<file path="src/rtl/core/bdhr_pkg.sv">
`default_nettype none
package bdhr_pkg;

   // number of debounce lanes, and of buttons that reach the event ports
   localparam int BUTTONS    = 4;
   localparam int OUT_EVENTS = 4;

   localparam int DEB_W  = 10;
   localparam int HOLD_W = 12;
   localparam int CNT_W  = 14;
   localparam int PIN_W  = 4;
   localparam int EV_W   = 3;

   // csr data is as wide as the widest register
   localparam int CSR_DATA_W  = 12;
   localparam int CSR_INDEX_W = 2;

   localparam logic [DEB_W-1:0]  DEB_RESET  = DEB_W'(20);
   localparam logic [HOLD_W-1:0] HOLD_RESET = HOLD_W'(500);
   localparam logic [PIN_W-1:0]  REP_RESET  = PIN_W'(3);

   typedef enum logic [CSR_INDEX_W-1:0] {
      REG_DEBOUNCE = 2'd0,
      REG_HOLD     = 2'd1,
      REG_REPEAT   = 2'd2
   } reg_index_type;

   typedef enum logic [EV_W-1:0] {
      EV_NONE         = 3'd0,
      EV_PRESS        = 3'd1,
      EV_RELEASE      = 3'd2,
      EV_HOLDING      = 3'd3,
      EV_HOLD_RELEASE = 3'd4
   } event_type;

   // timing settings shared by all lanes
   typedef struct packed {
      logic [DEB_W-1:0]  debounce;
      logic [HOLD_W-1:0] hold;
   } timing_type;

endpackage
`default_nettype wire

</file>
<file path="src/rtl/core/bdhr_lane.sv">
`default_nettype none
module bdhr_lane
   import bdhr_pkg::*;
(
   input  wire logic       clock,
   input  wire logic       reset,
   input  wire logic       advance,
   input  wire logic       pressed,
   input  wire logic       rep_en,
   input  wire timing_type timing,
   output event_type       lane_event
);

   logic signed [CNT_W-1:0] count_ff;
   logic signed [CNT_W-1:0] count_in;
   logic signed [CNT_W-1:0] deb_s;
   logic signed [CNT_W-1:0] hold_s;
   logic signed [CNT_W-1:0] count_inc;

   assign deb_s     = signed'({{(CNT_W-DEB_W){1'b0}}, timing.debounce});
   assign hold_s    = signed'({{(CNT_W-HOLD_W){1'b0}}, timing.hold});
   assign count_inc = count_ff + CNT_W'(1);

   // ordered phase tests, first match decides
   always_comb begin
      count_in   = count_ff;
      lane_event = EV_NONE;
      if (count_ff == '0) begin
         if (pressed) begin
            lane_event = EV_PRESS;
            count_in   = CNT_W'(1);
         end
      end else if (count_ff > 0 && count_ff < deb_s) begin
         count_in = count_inc;
      end else if (count_ff >= deb_s && count_ff < hold_s) begin
         if (!pressed) begin
            lane_event = EV_RELEASE;
            count_in   = -deb_s;
         end else begin
            count_in = count_inc;
         end
      end else if (count_ff == hold_s) begin
         count_in = count_inc;
      end else if (count_ff > hold_s) begin
         if (pressed) begin
            if (rep_en) begin
               lane_event = EV_HOLDING;
            end
         end else begin
            lane_event = EV_HOLD_RELEASE;
            count_in   = -deb_s;
         end
      end else begin
         // release lockout climbs back to zero
         count_in = count_inc;
      end
   end

   always_ff @(posedge clock) begin
      if (reset) begin
         count_ff <= '0;
      end else if (advance) begin
         count_ff <= count_in;
      end
   end

endmodule
`default_nettype wire

</file>
<file path="src/rtl/core/bdhr_merge.sv">
`default_nettype none
module bdhr_merge
   import bdhr_pkg::*;
(
   input  wire logic      clock,
   input  wire logic      reset,
   input  wire logic      load,
   input  wire logic      take,
   input  wire event_type lane_event [BUTTONS],
   output logic           out_valid,
   output event_type      out_event [OUT_EVENTS],
   output logic           out_any
);

   event_type ev_sel [OUT_EVENTS];
   event_type ev_ff  [OUT_EVENTS];
   logic      any_in;
   logic      any_ff;
   logic      valid_ff;

   // buttons past the lane count report nothing
   for (genvar k = 0; k < OUT_EVENTS; k++) begin : g_sel
      if (k < BUTTONS) begin : g_lane
         assign ev_sel[k] = lane_event[k];
      end else begin : g_none
         assign ev_sel[k] = EV_NONE;
      end
   end

   always_comb begin
      any_in = 1'b0;
      for (int k = 0; k < OUT_EVENTS; k++) begin
         any_in = any_in | (ev_sel[k] != EV_NONE);
      end
   end

   // result register
   always_ff @(posedge clock) begin
      if (load) begin
         ev_ff  <= ev_sel;
         any_ff <= any_in;
      end
   end

   always_ff @(posedge clock) begin
      if (reset) begin
         valid_ff <= 1'b0;
      end else if (load) begin
         valid_ff <= 1'b1;
      end else if (take) begin
         valid_ff <= 1'b0;
      end
   end

   assign out_valid = valid_ff;
   assign out_event = ev_ff;
   assign out_any   = any_ff;

endmodule
`default_nettype wire

</file>
<file path="src/rtl/core/button_debounce_hold_repeat_unit.sv">
// Button debouncer with hold detection and hold repeat, four buttons.
// Request channel (req_valid/req_ready): one transfer per tick, carrying
// req_pin_levels, the raw active-low button levels (bit b = button b).
// Response channel (rsp_valid/rsp_ready): one transfer per request with the
// event code of each button (0 none, 1 press, 2 release, 3 holding,
// 4 hold release) and rsp_any_event.
// The response is valid the cycle after the request transfer. Throughput is
// one request per cycle while responses are taken; each button lane does one
// compare-and-step on its counter per tick, all lanes in parallel.
// The result register frees in the same cycle its transfer completes, so a
// new request is taken while the response drains; if the receiver stalls,
// req_ready drops until the waiting response is taken.
// CSR port (csr_valid/csr_ready, always ready): index 0 debounce ticks,
// 1 hold ticks, 2 repeat mask; other indexes are ignored. Write only when
// no request is in flight.
// Reset clears all counters and the response valid, and loads debounce 20,
// hold 500, repeat mask 3.
`default_nettype none
module button_debounce_hold_repeat_unit
   import bdhr_pkg::*;
(
   input  wire logic                   clock,
   input  wire logic                   reset,
   input  wire logic                   req_valid,
   output logic                        req_ready,
   input  wire logic [PIN_W-1:0]       req_pin_levels,
   output logic                        rsp_valid,
   input  wire logic                   rsp_ready,
   output logic [EV_W-1:0]             rsp_event_up,
   output logic [EV_W-1:0]             rsp_event_down,
   output logic [EV_W-1:0]             rsp_event_settings,
   output logic [EV_W-1:0]             rsp_event_enter,
   output logic                        rsp_any_event,
   input  wire logic                   csr_valid,
   output logic                        csr_ready,
   input  wire logic [CSR_INDEX_W-1:0] csr_index,
   input  wire logic [CSR_DATA_W-1:0]  csr_data
);

   logic [DEB_W-1:0]  deb_ff;
   logic [HOLD_W-1:0] hold_ff;
   logic [PIN_W-1:0]  rep_ff;
   timing_type        timing;
   logic              req_xfer;
   logic              rsp_xfer;
   event_type         lane_event [BUTTONS];
   event_type         out_event  [OUT_EVENTS];

   assign csr_ready = 1'b1;

   // configuration registers
   always_ff @(posedge clock) begin
      if (reset) begin
         deb_ff  <= DEB_RESET;
         hold_ff <= HOLD_RESET;
         rep_ff  <= REP_RESET;
      end else if (csr_valid && csr_ready) begin
         unique case (csr_index)
            REG_DEBOUNCE: deb_ff  <= csr_data[DEB_W-1:0];
            REG_HOLD:     hold_ff <= csr_data[HOLD_W-1:0];
            REG_REPEAT:   rep_ff  <= csr_data[PIN_W-1:0];
            default:      ;
         endcase
      end
   end

   assign timing.debounce = deb_ff;
   assign timing.hold     = hold_ff;

   // take a request whenever the result register is free or draining
   assign rsp_xfer  = rsp_valid && rsp_ready;
   assign req_ready = !rsp_valid || rsp_ready;
   assign req_xfer  = req_valid && req_ready;

   // one lane per button; lanes past the pin count never see a press
   for (genvar b = 0; b < BUTTONS; b++) begin : g_lane
      logic lane_pressed;
      logic lane_rep;
      if (b < PIN_W) begin : g_pin
         assign lane_pressed = !req_pin_levels[b];
         assign lane_rep     = rep_ff[b];
      end else begin : g_nopin
         assign lane_pressed = 1'b0;
         assign lane_rep     = 1'b0;
      end
      bdhr_lane u_lane (
         .clock      (clock),
         .reset      (reset),
         .advance    (req_xfer),
         .pressed    (lane_pressed),
         .rep_en     (lane_rep),
         .timing     (timing),
         .lane_event (lane_event[b])
      );
   end

   bdhr_merge u_merge (
      .clock      (clock),
      .reset      (reset),
      .load       (req_xfer),
      .take       (rsp_xfer),
      .lane_event (lane_event),
      .out_valid  (rsp_valid),
      .out_event  (out_event),
      .out_any    (rsp_any_event)
   );

   assign rsp_event_up       = out_event[0];
   assign rsp_event_down     = out_event[1];
   assign rsp_event_settings = out_event[2];
   assign rsp_event_enter    = out_event[3];

endmodule
`default_nettype wire
</file>
<file path="config.mk">
export PLATFORM = sky130hd
export DESIGN_NAME = button_debounce_hold_repeat_unit
export DESIGN_NICKNAME = d
export VERILOG_FILES = /design/src/rtl/core/bdhr_pkg.sv /design/src/rtl/core/bdhr_lane.sv /design/src/rtl/core/bdhr_merge.sv /design/src/rtl/core/button_debounce_hold_repeat_unit.sv
export SDC_FILE = /design/constraint.sdc
export NUM_CORES = 1
export LEC_CHECK = 0
export ABC_CLOCK_PERIOD_IN_PS = 5700
export BUFFER_PORTS_ARGS = -buffer_cell sky130_fd_sc_hd__buf_4
export CAP_MARGIN = 20
export CORE_UTILIZATION = 35
export CTS_CLUSTER_DIAMETER = 60
export CTS_CLUSTER_SIZE = 40
export DETAILED_ROUTE_END_ITERATION = 8
export PLACE_DENSITY = 0.57
export SYNTH_ARGS = -nofsm -noshare
export SYNTH_HDL_FRONTEND = slang
export SYNTH_SLANG_ARGS = --single-unit
</file>
<file path="constraint.sdc">
create_clock -name clock -period 5.7 [get_ports clock]
set_clock_uncertainty 0.05 [all_clocks]
set_input_delay 1.14 -clock clock [delete_from_list [all_inputs] [get_ports clock]]
set_output_delay 1.14 -clock clock [all_outputs]
set_load 0.03 [all_outputs]
</file>
---- Yosys cells after proc, flatten, opt, wreduce, memory -nomap -nowiden ----
Index checks and enable logic that the tools add are counted.
storage, ports and cells
  input bits .............................. 23
  register bits after elaboration ......... 96
  word-level logic and storage cells ...... 154
cells by class
  order comparisons ....................... 20
  reduce and logical (&&, ||, !) cells .... 29
  bitwise logic cells ..................... 3
  multiplexer cells ....................... 70
  add/subtract/negate cells ............... 5
  eq/ne operators ......................... 14
operators by type and width
  kind                   count
  $mux 14                32
  $mux 3                 24
  $add 14x2->14 const B  4
  $eq 14x13->1           4
  $ge 14x11->1           4
  $gt 14x1->1 const B    4
  $gt 14x13->1           4
  $logic_not 14->1       4
  $lt 14x11->1           4
  $lt 14x13->1           4
  $ne 6x2->1 const B     4
  $mux 2                 8
  $neg 10->14            1
  $reduce_and 3->1       4
  $reduce_bool 3->1      4
  $logic_and 1x1->1      10
  $ne 2x2->1 const B     4
  $mux 1                 6
  $reduce_and 2->1       3
  $or 1x1->1             3
  $eq 2x1->1 const B     1
  $eq 2x2->1 const B     1
  $logic_not 2->1        1
  $reduce_bool 2->1      1
  other kinds (2)        2

---- Depth between registers and ports, before layout ----
Gate-level depths: netlist of the first run.
  depth in word-level cells ............... 11
  gate-level depth with buffers ........... 12

---- Modules after synthesis ----
A second synthesis of the first run with hierarchy kept.
second synthesis, totals
  cell total of the unflattened synthesis .. 1096
  area, all modules ....................... 9081.2 um^2
modules (own cells, without submodules)
  module                            instances  cells an instance  seq. area each (um^2)  area each (um^2)
  bdhr_lane                         4          239                280.3                  1869.3
  button_debounce_hold_repeat_unit  1          119                520.5                  1154.9
  bdhr_merge                        1          21                 410.4                  449.2

---- Worst setup path after synthesis of the first run ----
No wires, ideal clock.
  kind .................................... register to register
  start point ............................. register deb_ff[3]
  end point ............................... register g_lane[1].u_lane.count_ff[10]
  data required time ...................... 5.576 ns
  period minus slack after synthesis ...... 3.214 ns
  arrival ................................. 3.090 ns
  cell stages (with the launch flop) ...... 13
  setup slack ............................. 2.486 ns
  path through ............................ dfxtp_1 > inv_1 > ha_1 > a21oi_1 > nor2b_1 > o311a_1 > or4_1 > buf_6 > nor4b_4 > or2_1 > buf_6 > or4_1 > a31oi_1
between the ends
  cells in the longest elaborated chain, start to end .. 7
  elaborated cells between the ends (all ways) .. 14
ends and longest elaborated chain
  element                 line                                    text
  from (decl)             button_debounce_hold_repeat_unit.sv:40  logic [DEB_W-1:0] deb_ff;
  from (signal assigned)  button_debounce_hold_repeat_unit.sv:59  REG_DEBOUNCE: deb_ff <= csr_data[DEB_W-1:0];
  $neg 10->14             bdhr_lane.sv:38, bdhr_lane.sv:51
  $mux 14                 bdhr_lane.sv:45                         if (pressed) begin
  $mux 14                 bdhr_lane.sv:44                         end else if (count_ff > hold_s) begin
  $mux 14                 bdhr_lane.sv:42                         end else if (count_ff == hold_s) begin
  $mux 14                 bdhr_lane.sv:35                         end else if (count_ff >= deb_s && count_ff < hold_s) begin
  $mux 14                 bdhr_lane.sv:33                         end else if (count_ff > 0 && count_ff < deb_s) begin
  $mux 14                 bdhr_lane.sv:28                         if (count_ff == '0) begin
  to (signal assigned)    bdhr_lane.sv:63                         count_ff <= count_in;
  to (decl)               bdhr_lane.sv:14                         logic signed [CNT_W-1:0] count_ff;
Parallel ways exist; a longest one is shown, timed or not. The select of a mux whose other input is x is not followed.
A chain may end at the register's enable or synchronous reset.

---- Worst setup path in the final report of the first run ----
  start point ............................. register hold_ff[9]
  end point ............................... register g_lane[0].u_lane.count_ff[2]
between the ends
  cells in the longest elaborated chain, start to end .. 6
  elaborated cells between the ends (all ways) .. 11
ends and longest elaborated chain
  element                 line                                    text
  from (decl)             button_debounce_hold_repeat_unit.sv:41  logic [HOLD_W-1:0] hold_ff;
  from (signal assigned)  button_debounce_hold_repeat_unit.sv:60  REG_HOLD: hold_ff <= csr_data[HOLD_W-1:0];
  $gt 14x13->1            bdhr_lane.sv:44
  $mux 14                 bdhr_lane.sv:44
  $mux 14                 bdhr_lane.sv:42
  $mux 14                 bdhr_lane.sv:35
  $mux 14                 bdhr_lane.sv:33
  $mux 14                 bdhr_lane.sv:28
  to (signal assigned)    bdhr_lane.sv:63
  to (decl)               bdhr_lane.sv:14
Parallel ways exist; a longest one is shown, timed or not.

==> reports/metrics.cfg, run 1 <==
[run_status]
status=finished, violations left
violations=DRC

[timing]
hold_viol=0
setup_viol=0
slew_headroom_pct=21.0
period_minus_slack_ns=3.78
fmax_mhz=264
timing_max_transition_violations_final=0
setup_ws_ns=1.92
rsz0062_at_grt=no
tightest_slew_ns=1.18
tns_ns=0
fin_crit_sh_pct=66.4

[pwr]
p_sw_w=0.000504
power_frac_comb_pct=16.5
irDropWorstVdd_mv=0.131
pwr-share-seq_pct=40.9
sw_frac_of_total_pct=28.7
cellLeakagePower_nw=3.51
p_total_w=0.00176
clkPwrFrac_pct=42.6
p_per_area_nw_per_um2=200
p_int_w=0.00125

[yosys]
yosys.area.top_type=dfxtp_1
ys_ff_latch=96
synth_edf_count=13
syn_nets=1121
synth_ff_type=dfxtp_1
ys_seq_area_share_pct=26.1
yosysTopAreaCellShare_pct=21.1
ys_async_sr_fraction_pct=0
ys_warn_count=0
syn_area_um2=7870
yosysUniqueCellTypes=75
synth_area_leaders=dfxtp_1 21%, ha_1 15%, edfxtp_1 5.0%
syn_inst=1001
synth.avg_cell_area_um2=7.86

[finish]
fill_cells=2249
design_area_um2=8760
layout_common_cells=97 x ha_1, 94 x nand2_1, 85 x nor2_1
final_nets=1142
syn_to_final_growth_pct=11.4
final_common_cell=ha_1
finalNonFillerCells=1307
antenna_cells=0
drive_gt1_share_pct=7.59

[worst_setup_path]
arrival_ns=3.97
path_cells=inv_1, ha_1, a211oi_1, nor2_1, nor4_1, o22ai_1, o31ai_1, nand2_1, o2111ai_1, o211ai_1
crit_slowest_cell=o31ai_1
crit_type=reg2reg
path_max_fanout=15
max_stage_delay_ns=0.68
start_kind=flip-flop
r2r_start=hold_ff[9]
critPathLaunch=hold_ff[9]
cp.required_ns=5.89
end_kind=flip-flop

[hold_path]
min_from=hold_ff[11]
hold_path.class=reg2reg

[placed_design]
pre_cts_ws_ns=1.98
dp_hpwl_um=18900
portBuffers=37
postPlaceCellArea_um2=8380
gp_congestion=0.874
dp.cells=1288

[clock_network]
cts_tree=yes
cts_buffers=9
h-tree-depth=3
insertion_delay_ns=0.36
clk_pin_slew_ns=0.07
clock_sinks=96
postCtsHoldBufs=0
cts_setup_buffers=0
cts_resized=0
cts.path.max_buffers=2
root_buffer=clkbuf_16

[grt]
grt_overflow=0
grtUsageMet2_pct=33.5
grt_pass1_wl_um=39800
grt_use_met1_pct=31.4
top_usage_layer=met2
antenna_found_initial=0
grt_pass1_vias=6965
track_usage_pct=22.3
grt_util_met3_pct=4.96
grt_max_degree=38

[die]
core_um2=22000
rows=54
fp.dieH_um=152
io_pins=39
fp.dieArea_um2=23100
die_w_um=152
start_util_pct=35.8

[drt]
ant_nets=0
drt_iter0_markers=732
vias_per_cell=5.98
drtPass1Iterations=9
vias=7810
drc_errors=2
wl_per_cell_um=19.9
routed_wl_um=26000

[job]
drv_cap=0

-- registers in the layout, indices dropped and copies added (netlist names) --
register and cells:
u_merge.out_any 1, deb_ff 10, rep_ff 4, g_lane.u_lane.count_ff 56
u_merge.out_event 12, hold_ff 12, u_merge.out_valid 1
-- synth_stat cells, drive strengths merged, types with 17 or more instances --
cell    instances
o21ai          55
ha             97
nand2          94
dfxtp          83
a21oi          74
a31oi          27
nor2           85
clkbuf         26
nor4           26
nand4          17
nand3          46
nor3           22
inv            58
-- worst max-delay path: cells and delay by family, from the launching register on --
family,cells,cell delay [ns]
DFF,1,0.31
and+or+nand+nor,3,1.20
adders and majority gates,1,0.31
AOI/OAI and AO/OA,5,1.57
buffers and inverters,1,0.23
-- metrics by stage --
stage / utilization [%] / hold WS [ns]
final: 39.9 / 0.408
after global routing: 39.9 / 0.430
after CTS: 39.8 / 0.408
after detailed placement: 38.2 / 0.398
after global placement: 38.2 / 0.396
after floorplan: - / 0.386
-- final timing paths --
check | endpoint | slack [ns] | depth (start not counted)
setup / recovery | g_lane[0].u_lane.count_ff[2] | 1.92 | 10
hold / removal | hold_ff[11] | 0.41 | 2
setup reg to reg | g_lane[0].u_lane.count_ff[2] | 1.92 | 10
hold reg to reg | hold_ff[11] | 0.41 | 2
-- cell type report --
class | count | area, um^2 | share of cell area [%]
well taps | 280 | 350 | 4.00
clock inverters | 5 | 101 | 1.16
flip-flops and latches | 96 | 2050 | 23.4
multi-input cells | 812 | 5450 | 62.2
repair buffers | 44 | 334 | 3.81
clock buffers | 11 | 253 | 2.88
inverters | 59 | 221 | 2.53
-- cells by family (layout without fill, tap and decap cells) --
group | count (synthesis) | after routing | synth area share (%)
AOI/OAI and AO/OA | 287 | 287 | 24.1
adders and majority gates | 97 | 97 | 15.4
xor gates and xnor gates | 18 | 18 | 2.00
buffers and inverters | 93 | 119 | 4.69
and+or+nand+nor | 402 | 402 | 26.8
other | 1 | 1 | 0.0477
DFF | 96 | 96 | 26.1
muxes | 7 | 7 | 0.906
-- power by group through the flow --
stage	clock network (W)	logic (W)	registers, W
after floorplan	0	0.000180	0.000740
after global placement	0	0.000281	0.000733
after detailed placement	0	0.000282	0.000733
after CTS	0.000758	0.000283	0.000717
after global routing	0.000775	0.000318	0.000719
final	0.000748	0.000290	0.000717
-- metal layers --
layer,share of wire (%),vias up
li1,-,3823
met1,48,3661
met2,43,295
met3,7.1,31
met4,1.8,0
met5,0,-
No activity file was read; power rests on OpenSTA's default activity.
==> inputs of run 2 (changes only) <==
Settings changed: ABC_CLOCK_PERIOD_IN_PS 5700 to 3050, PLACE_DENSITY 0.57 to 0.59.
Clock period 5.7 ns to 3.05 ns, I/O delays scaled along.
==> reports/metrics.cfg, run 2 (synthesis results as in run 1) <==
[grt]
antenna_found_initial=0
grt_max_degree=31
track_usage_pct=24.9
grt_pass1_vias=7602
grt_overflow=0
grt_pass1_wl_um=44100

[pwr]
irDropWorstVdd_mv=0.253
p_total_w=0.00320
p_per_area_nw_per_um2=303
cellLeakagePower_nw=4.47

[run_status]
violations=DRC, setup timing
status=finished, violations left

[worst_setup_path]
end_kind=flip-flop
path_max_fanout=3
arrival_ns=3.21
critPathLaunch=hold_ff[11]
cp.required_ns=3.12
r2r_start=hold_ff[11]
crit_type=reg2reg
start_kind=flip-flop

[die]
rows=54
fp.dieH_um=152
core_um2=22000
fp.dieArea_um2=23100
io_pins=39
die_w_um=152
start_util_pct=35.8

[clock_network]
clock_sinks=96
cts_buffers=9
root_buffer=clkbuf_16
clk_pin_slew_ns=0.08
h-tree-depth=3
cts.path.max_buffers=2
cts_tree=yes
insertion_delay_ns=0.37
postCtsHoldBufs=0

[finish]
final_nets=1314
layout_common_cells=204 x buf_4, 94 x nand2_1, 90 x ha_1
syn_to_final_growth_pct=34.3
finalNonFillerCells=1478
largest_reg_flops=56
final_common_cell=buf_4
antenna_cells=0
drive_gt1_share_pct=28.9
top_register=g_lane.u_lane.count_ff

[hold_path]
min_from=csr_data[6]
hold_path.class=in2reg

[timing]
tightest_slew_ns=0.793
timing_max_transition_violations_final=0
period_minus_slack_ns=3.14
slew_headroom_pct=46.6
rsz0062_at_grt=yes
fmax_mhz=318
setup_ws_ns=-0.0928
hold_viol=0
setup_viol=3
fin_crit_sh_pct=103

[placed_design]
gp_congestion=0.945
dp.cells=1444
dp_hpwl_um=22400
portBuffers=37

[drt]
drc_errors=6
routed_wl_um=29600
vias=8670
drt_iter0_markers=814
ant_nets=0
wl_per_cell_um=20.0
vias_per_cell=5.87
drtPass1Iterations=7

[job]
drv_cap=0

-- run 2: path summary, 6_finish.rpt --
check,end,slack [ns],depth (start not counted)
max reg2reg,u_merge.out_any,-0.09,11
max,u_merge.out_any,-0.09,11
min,hold_ff[6],0.41,2
min reg2reg,hold_ff[11],0.41,2
-- run 2: stage by stage --
stage               cell area, um^2  TNS (ns)  hold slack (ns)  utilization (%)  worst slack (ns)
finish                        10600    -0.168            0.413             48.1           -0.0928
detailed placement             9650    -0.230            0.398             43.9            -0.111
CTS                            9960         0            0.408             45.4          0.000203
global route                  10600     -1.29            0.419             48.1            -0.178
floorplan                      7910         0            0.386                -           0.00726
global placement               9650   -0.0857            0.394             43.9           -0.0857
-- run 2: critical path, cell delays in order, from the launching register on --
cell	delay [ns]
dfxtp_2	0.33
inv_2	0.05
buf_12	0.12
ha_4	0.26
nand4_1	0.23
nor4_4	0.36
a21oi_2	0.15
a21boi_2	0.19
and3_4	0.20
o21ba_4	0.23
nand4bb_4	0.21
or4b_4	0.52
-- run 2: power breakdown --
part	internal [W]	switching, W
registers	0.00132	0.0000225
clock network	0.000598	0.000537
logic	0.000299	0.000432
-- run 2: per-layer routing --
layer	track usage (%)	vias to the layer above	share of wire (%)
met5	0	-	0
met4	9.96	0	3.4
li1	-	4183	-
met3	4.51	57	8.0
met2	37.7	379	44
met1	34.6	4051	45
-- run 2: timing repair --
item | CTS | global route
gates resized for setup | 17 | 106
buffers inserted | 1 | 17
gates cloned | 0 | 2
pin swaps | 5 | 44
endpoints found under the setup margin | 12 | 52
-- run 2: area by class of cell --
| class | count | area, um^2 |
|---|---|---|
| Fill cell | 2140 | 11400 |
| Multi-Input combinational cell | 812 | 5950 |
| Sequential cell | 96 | 2070 |
| Timing Repair Buffer | 216 | 1690 |
| Tap cell | 280 | 350 |
| Clock buffer | 12 | 258 |
| Inverter | 59 | 231 |
| Clock inverter | 3 | 16.3 |
==> inputs of run 3 (changes only) <==
Settings changed: ABC_CLOCK_PERIOD_IN_PS 3050 to 3300, PLACE_DENSITY 0.59 to 0.57.
Clock period 3.05 ns to 3.3 ns, I/O delays scaled along.
==> reports/metrics.cfg, run 3 (synthesis results as in run 1) <==
[run_status]
status=finished, violations left
violations=DRC

[die]
rows=54
fp.dieArea_um2=23100
die_w_um=152
fp.dieH_um=152
core_um2=22000
start_util_pct=35.8
io_pins=39

[drt]
ant_nets=0
vias=8270
wl_per_cell_um=19.4
vias_per_cell=5.93
drtPass1Iterations=8
drt_iter0_markers=876
drc_errors=2
routed_wl_um=27100

[clock_network]
postCtsHoldBufs=0
insertion_delay_ns=0.36
clock_sinks=96
cts.path.max_buffers=2
root_buffer=clkbuf_16
clk_pin_slew_ns=0.08
cts_tree=yes
cts_buffers=9
h-tree-depth=3

[timing]
fin_crit_sh_pct=98.6
hold_viol=0
timing_max_transition_violations_final=0
fmax_mhz=307
slew_headroom_pct=26.2
tightest_slew_ns=1.10
period_minus_slack_ns=3.25
setup_viol=0

[grt]
grt_pass1_vias=7513
grt_overflow=0
antenna_found_initial=2
grt_max_degree=35
grt_pass1_wl_um=42300
track_usage_pct=23.5

[pwr]
cellLeakagePower_nw=3.98
p_per_area_nw_per_um2=316
irDropWorstVdd_mv=0.201
p_total_w=0.00301

[finish]
antenna_cells=0
final_common_cell=buf_4
drive_gt1_share_pct=17.1
fill_cells=2200
final_nets=1230
top_register=g_lane.u_lane.count_ff
largest_reg_flops=56
multiInputGateArea_um2=5540
seqCellArea_um2=2060
syn_to_final_growth_pct=20.9
design_area_um2=9510
layout_common_cells=131 x buf_4, 97 x ha_1, 94 x nand2_1

[hold_path]
hold_path.class=reg2reg

[placed_design]
dp_hpwl_um=20700
postPlaceCellArea_um2=9060
portBuffers=37
gp_congestion=0.921

[worst_setup_path]
max_stage_delay_ns=0.52
crit_slowest_cell=or4_4
cp.required_ns=3.35
arrival_ns=3.30
path_cells=inv_2, ha_1, nand4_1, or4_4, and3_1, o22ai_1, buf_4, or4_1, o41ai_1, nor2_1, or4b_1
rrSetupSlack_ns=0.05
end_kind=flip-flop
start_kind=flip-flop
crit_type=reg2reg
path_max_fanout=5

[job]
drv_cap=0

## run 3: changes by cell type in the layout (fill, tap and decap cells not counted), moves of 4 or more
cell,change
dfxtp_1,+10
a21oi_1,+5
ha_1,+7
inv_1,+12
nor4_4,-4
nor4_1,+6
buf_6,-6
o21ai_0,+12
inv_2,-11
ha_4,-7
o21ai_1,-11
buf_4,-73
dfxtp_2,-9
## run 3: per-layer routing
layer | up-vias | global-route usage (%) | share of wire [%]
met5 | - | 0 | 0.070
met1 | 3863 | 32.3 | 46
met3 | 59 | 4.85 | 7.5
met2 | 333 | 36.0 | 43
li1 | 4013 | - | -
met4 | 2 | 8.99 | 3.1
## run 3: layout make-up
class,instances,share of cell area [%]
sequential,96,21.6
clock buffer,11,2.78
multi-input combinational,812,58.3
tap,280,3.68
inverter,59,2.38
clock inverter,5,0.710
timing repair buffer,132,10.5
## run 3: stage by stage
stage	utilization, %	worst slack, ns	std cells	hold WS, ns	TNS (ns)
after global placement	41.2	-0.0520	1376	0.394	-0.0520
after floorplan	-	0.0856	1001	0.386	0
after detailed placement	41.2	-0.0278	1376	0.397	-0.0278
final	43.3	0.0473	1395	0.411	0
after CTS	42.8	0.0188	1392	0.408	0
after global routing	43.3	-0.0105	1395	0.432	-0.0169
## run 3: critical path, delay by kind of cell, from the launching register on
| kind | cells | cell delay [ns] |
|---|---|---|
| adder cells (fa/ha/maj) | 1 | 0.30 |
| AND/OR/NAND/NOR | 6 | 1.77 |
| AO/OA/AOI/OAI | 2 | 0.25 |
| buffers and inverters | 2 | 0.27 |
| flip-flops | 1 | 0.34 |
## run 3: repair_timing
action / 4_1_cts / 5_1_grt
gates resized for setup: 1 / 30
setup buffers: 0 / 2
pin swaps: 0 / 3
endpoints found under the setup margin: 1 / 49
## run 3: worst paths after layout
| kind | startpoint | endpoint | cells past startpoint |
|---|---|---|---|
| min reg2reg | hold_ff[9] | hold_ff[9] | 2 |
| max reg2reg | hold_ff[8] | u_merge.out_any | 11 |
| max | hold_ff[8] | u_merge.out_any | 11 |
| min | hold_ff[9] | hold_ff[9] | 2 |
## run 3: power breakdown
part	leakage (nW)	switching [W]	internal (W)	total (W)
clock network	0.164	0.000537	0.000669	0.00121
registers	0.803	0.0000217	0.00121	0.00124
logic	3.01	0.000358	0.000208	0.000566
total	3.98	0.000917	0.00209	0.00301
